**config.mk**
```make
export PLATFORM = sky130hd
export DESIGN_NAME = iprcl_ram
export DESIGN_NICKNAME = d
export VERILOG_FILES = /design/src/rtl/core/iprcl_ram.sv
export SDC_FILE = /design/constraint.sdc
export NUM_CORES = 1
export LEC_CHECK = 0
export CAP_MARGIN = 20
export CORE_MARGIN = 5
export CORE_UTILIZATION = 55
export DETAILED_ROUTE_END_ITERATION = 7
export DONT_BUFFER_PORTS = 1
export PLACE_DENSITY = 0.68
export SETUP_SLACK_MARGIN = 0.1
export SYNTH_ARGS = -nofsm -noshare
export SYNTH_HDL_FRONTEND = slang
export SYNTH_SLANG_ARGS = --single-unit
```
**constraint.sdc**
```tcl
create_clock -name clk -period 3.16 [get_ports clk]
set_input_delay 0.158 -clock clk [delete_from_list [all_inputs] [get_ports clk]]
set_output_delay 0.158 -clock clk [all_outputs]
set_load 0.1 [all_outputs]
```
**src/rtl/core/iprcl_ram.sv**
```systemverilog
`timescale 1ns / 1ps
`default_nettype none
// ----------------------------------------------------------------------------
// iprcl_ram - generic simple dual-port RAM
// One write port, one read port, read data registered.
// ----------------------------------------------------------------------------
module iprcl_ram #(
	parameter int WIDTH = 8,
	parameter int DEPTH = 32,
	localparam int AW = (DEPTH > 1) ? $clog2(DEPTH) : 1
) (
	input  wire logic             clk,
	input  wire logic             we,
	input  wire logic [AW-1:0]    waddr,
	input  wire logic [WIDTH-1:0] wdata,
	input  wire logic [AW-1:0]    raddr,
	output logic      [WIDTH-1:0] rdata
);

	logic [WIDTH-1:0] mem [DEPTH];

	always_ff @(posedge clk) begin
		if (we) begin
			mem[waddr] <= wdata;
		end
		rdata <= mem[raddr];
	end

endmodule

`default_nettype wire

```
==> results of run 1 <==
power by group:
part | switching [mW] | internal (mW) | leakage, nW
logic | 0.140 | 0.167 | 0.727
registers | 0.124 | 3.89 | 2.37
clock network | 1.25 | 1.56 | 0.375
total | 1.51 | 5.62 | 3.48
stage by stage:
| step | area, um^2 | hold slack (ns) | util | setup slack, ns |
|---|---|---|---|---|
| 2_1_floorplan | 10050 | 0.2569 | - | 1.200 |
| 3_3_place_gp | 10230 | 0.2598 | 0.5697 | 1.334 |
| 3_5_place_dp | 10230 | 0.2592 | 0.5697 | 1.337 |
| 4_1_cts | 11290 | 0.001110 | 0.6287 | 0.8171 |
| 5_1_grt | 11300 | 0.001769 | 0.6292 | 0.7200 |
| 6_report | 11300 | 0.01087 | 0.6292 | 0.8101 |
layout by cell type, fill, tap and decap left out, types with 3 or more instances in the layout:
| master | instances |
|---|---|
| nor2_1 | 33 |
| nand3b_1 | 5 |
| dlygate4sd3_1 | 14 |
| dfxtp_1 | 8 |
| clkinv_2 | 4 |
| buf_12 | 8 |
| clkbuf_1 | 8 |
| or3b_2 | 3 |
| mux2_2 | 8 |
| clkbuf_16 | 25 |
| clkinv_4 | 4 |
| mux4_2 | 80 |
| edfxtp_1 | 256 |
cell type report:
| class | instances | area (um^2) |
|---|---|---|
| flip-flops and latches | 264 | 7848 |
| fillers | 1175 | 6660 |
| multi-input cells | 133 | 2100 |
| clock buffers | 33 | 655.6 |
| repair buffers | 22 | 300.3 |
| well taps | 229 | 286.5 |
| clock inverters | 13 | 113.9 |
what timing repair did:
action,in CTS,in global routing
resized for setup,0,0
hold buffers,21,1
endpoints found under the hold margin,264,1
state kept, by name (all words and copies together) (netlist names):
signal,count
mem,256
rdata,8
cells by family after synthesis:
logic type	count (synthesis)	share of synthesized area
flip-flops	264	0.7806
AND/OR/NAND/NOR	45	0.02066
multiplexers	88	0.1882
buffers and inverters	20	0.01058
layer usage:
metal	GRT usage	vias up	wire, um
met3	0.03212	22	1388
met4	0.04571	0	351
met2	0.2714	179	9130
met5	0	-	0
met1	0.3030	2318	8713
li1	-	1835	-
final timing paths:
path                    from        to  slack (ns)  cells after the start
setup / recovery  mem[21][6]  rdata[6]        0.81                      4
hold / removal      raddr[4]  rdata[5]        0.01                      2
setup reg to reg  mem[21][6]  rdata[6]        0.81                      4
hold reg to reg   mem[30][5]  rdata[5]        0.93                      3
==> results_dict.tcl, run 1 <==
set metrics [dict create \
    yosysWarnings 0 \
    synth.top_cells.by_count "edfxtp_1, mux4_2, nor2_1, dfxtp_1, mux2_2" \
    ys_ff_latch 264 \
    synth_fp_nets 437 \
    synth_most_common_cell "edfxtp_1" \
    dieArea_um2 21080 \
    cp_max_fo 1 \
    grt_usage 0.1872 \
    drive_above_1_share 0.2925 \
    dp_cells 626 \
    post-route-period-util 0.7436 \
    status "completed" \
    fin_skew_ns 0.01859 \
    end_kind "register" \
    ys_types 15 \
    globalplace.congestion 0.7470 \
    start_util 0.5597 \
    seq_area_frac_synth 0.7806 \
    cts.sinks 264 \
    setup_violations 0 \
    clk-insertion-delay-late_ns 0.52 \
    drtPass1Iterations 5 \
    postCtsSetupRepairBufs 0 \
    place_hpwl_um 11350 \
    grt_pass1_vias 4518 \
    tns_ns 0 \
    yosys-top-cells-area "edfxtp_1, mux4_2, dfxtp_1" \
    antenna_found_initial 0 \
    cp_slowest_cell "dlygate4sd3_1" \
    cts_buffer_depth 3 \
    drtIter0Drc 462 \
    required_ns 3.57 \
    cts_tree "yes" \
    async_flop_share 0 \
    area_delta_synth_final_pct 12.43 \
    synth_top_area_share 0.7647 \
    final_max_slew_viol_count 0 \
    netlist_area_um2 10050 \
    numPortBuffers 0 \
    grt-ovfl-total 0 \
    diodes 0 \
    viasPerCell 6.274 \
    cap_violations 0 \
    hold_viol 0 \
    period_minus_slack_ns 2.350 \
    power_leakage_nw 3.475 \
    path_cells "mux4_2 > mux4_2 > mux2_2 > dlygate4sd3_1" \
    max_freq_ghz 0.4256 \
    crit_top_cell "mux4_2" \
    synth_cells 417 \
    yosysTopAreaCell "edfxtp_1" \
    cts_buffers 25 \
    h-tree-depth 1 \
    hp-class "in2reg" \
    slew_headroom 0.3067 \
    dieWidth_um 145.2 \
    grt_start_max_net_pins 65 \
    cp_top_family "multiplexers" \
    num_rows 49 \
    core_area_um2 17960 \
    power_mw 7.133 \
    rsz0062_at_grt "no" \
    synth_flop_cell "edfxtp_1" \
    vias 4354 \
    ir_worst_vdd_mv 0.5168 \
    route.detailed.drc 0 \
    dieHeight_um 145.2 \
    critPathLaunchType "register" \
    p_per_area_nw_per_um2 631.1 \
    cp_data_arrival_time_ns 2.76 \
    clockRootBuffer "clkbuf_16" \
    ant_nets 0 \
    io_pins 28 \
    wl_per_cell_um 28.22 \
    cpPeakStageDelay_ns 0.56 \
    tightest_slew_ns 1.038 \
    final_cells 694 \
    critical_path_class "reg2reg" \
    syn_avg_cell_area_um2 24.11 \
    synth_edf_count 256 \
    clkTransAtPathRegs_ns 0.07 \
    routed_wl_um 19580 \
    final_net_count 466 \
    grt_pass1_wl_um 29530 \
    path_buf_inv 1 \
]
No activity file was read; power rests on OpenSTA's default activity.
==> inputs of run 2 (changes only) <==
PLACE_DENSITY = 0.71   (was 0.68)
clock period = 2.11 ns   (was 3.16 ns; I/O delays follow)
==> results_dict.tcl, run 2 (synthesized netlist as in run 1, its figures left out) <==
set metrics [dict create \
    status "completed" \
    cp_data_arrival_time_ns 2.23 \
    route.detailed.drc 0 \
    drtIter0Drc 438 \
    place_hpwl_um 12030 \
    ir_worst_vdd_mv 0.8020 \
    clkTransAtPathRegs_ns 0.06 \
    final_cells 734 \
    antenna_found_initial 0 \
    critPathLaunchType "register" \
    drive_above_1_share 0.3485 \
    power_leakage_nw 3.700 \
    dieArea_um2 21080 \
    core_area_um2 17960 \
    post-route-period-util 0.8688 \
    hold_slack_ns 0.01957 \
    dieHeight_um 145.2 \
    cp_slowest_cell "mux4_2" \
    max_freq_ghz 0.5455 \
    crit_top_cell "mux4_2" \
    mostFrequentLayoutCells "edfxtp_1, mux4_2, buf_4, nor2_1, clkbuf_16" \
    grt_pass1_vias 4687 \
    clk-insertion-delay-late_ns 0.51 \
    grt_usage 0.1947 \
    h-tree-depth 1 \
    diodes 0 \
    cap_violations 0 \
    io_pins 28 \
    cts_buffers 26 \
    end_kind "register" \
    period_minus_slack_ns 1.833 \
    cts_resized 0 \
    layout_commonest_cell "edfxtp_1" \
    p_per_area_nw_per_um2 930.5 \
    hold_buffers 20 \
    required_ns 2.51 \
    routed_wl_um 20300 \
    clockRootBuffer "clkbuf_16" \
    wl_per_cell_um 27.65 \
    rsz0062_at_grt "no" \
    numPortBuffers 0 \
    hold_viol 0 \
    cts.sinks 264 \
    viasPerCell 6.200 \
    num_rows 49 \
    globalplace.congestion 0.7461 \
    drtPass1Iterations 5 \
    grt_pass1_wl_um 30890 \
    tightest_slew_ns 0.9045 \
    largest_register_ffs 256 \
    vias 4551 \
    reg.largest.list "mem (256), rdata (8)" \
    cts_tree "yes" \
    slew_headroom 0.3950 \
    top_register "mem" \
    grt_start_max_net_pins 65 \
    final_max_slew_viol_count 0 \
    tns_ns 0 \
    area_delta_synth_final_pct 15.51 \
    cp_max_fo 1 \
    cts_buffer_depth 3 \
    start_util 0.5597 \
    postCtsSetupRepairBufs 0 \
    setup_violations 0 \
    path_cells "mux4_2 > mux4_2 > mux2_2" \
    critical_path_class "reg2reg" \
    dieWidth_um 145.2 \
    utilization 0.6464 \
    fill_cells 1137 \
    hp-class "in2reg" \
    fin_skew_ns 0.008934 \
    dp_cells 666 \
    cpPeakStageDelay_ns 0.53 \
    grt-ovfl-total 0 \
    final_net_count 505 \
    ant_nets 0 \
]
run 2: changes by cell type in the layout (fill, tap and decap cells not counted), sizes merged:
cell and change:
dlygate4sd3 -2, clkbuf -4, buf +40, clkinv +7
inv -1
run 2: stage by stage:
| stage | setup slack [ns] | total power [mW] | area, um^2 |
|---|---|---|---|
| floorplan | 0.2021 | 6.427 | 10050 |
| global placement | 0.3222 | 6.479 | 10530 |
| detailed placement | 0.2889 | 6.489 | 10530 |
| CTS | 0.2672 | 10.87 | 11610 |
| global route | 0.2577 | 11.13 | 11610 |
| finish | 0.2768 | 10.80 | 11610 |
run 2: critical path, delay by kind of cell, from the launching register on:
kind,cells,cell delay (ns)
multiplexers,3,1.36
flip-flops,1,0.36
run 2: worst paths after layout:
path,from,endpoint,slack (ns),cells after the start
setup reg to reg,mem[21][2],rdata[2],0.28,3
hold reg to reg,mem[10][5],rdata[5],0.91,3
setup / recovery,mem[21][2],rdata[2],0.28,3
hold / removal,raddr[1],rdata[7],0.02,2
run 2: where the power goes:
group	internal (mW)	switching (mW)
Combinational	0.279	0.386
Sequential	5.83	0.0284
Clock	2.44	1.84
run 2: area by class of cell:
class                      instances  area, um^2  area share
clock buffer                      29       683.2     0.05883
clock inverter                    19       115.1    0.009913
multi-input combinational        133        2100      0.1808
sequential                       264        7848      0.6758
tap                              229       286.5     0.02467
timing repair buffer              60       580.6     0.04999
run 2: layer usage:
layer,vias up,share of wire,GRT usage
li1,1914,-,-
met1,2399,0.43,0.3037
met2,207,0.47,0.2952
met3,31,0.082,0.03524
met4,0,0.018,0.04244
met5,-,0,0
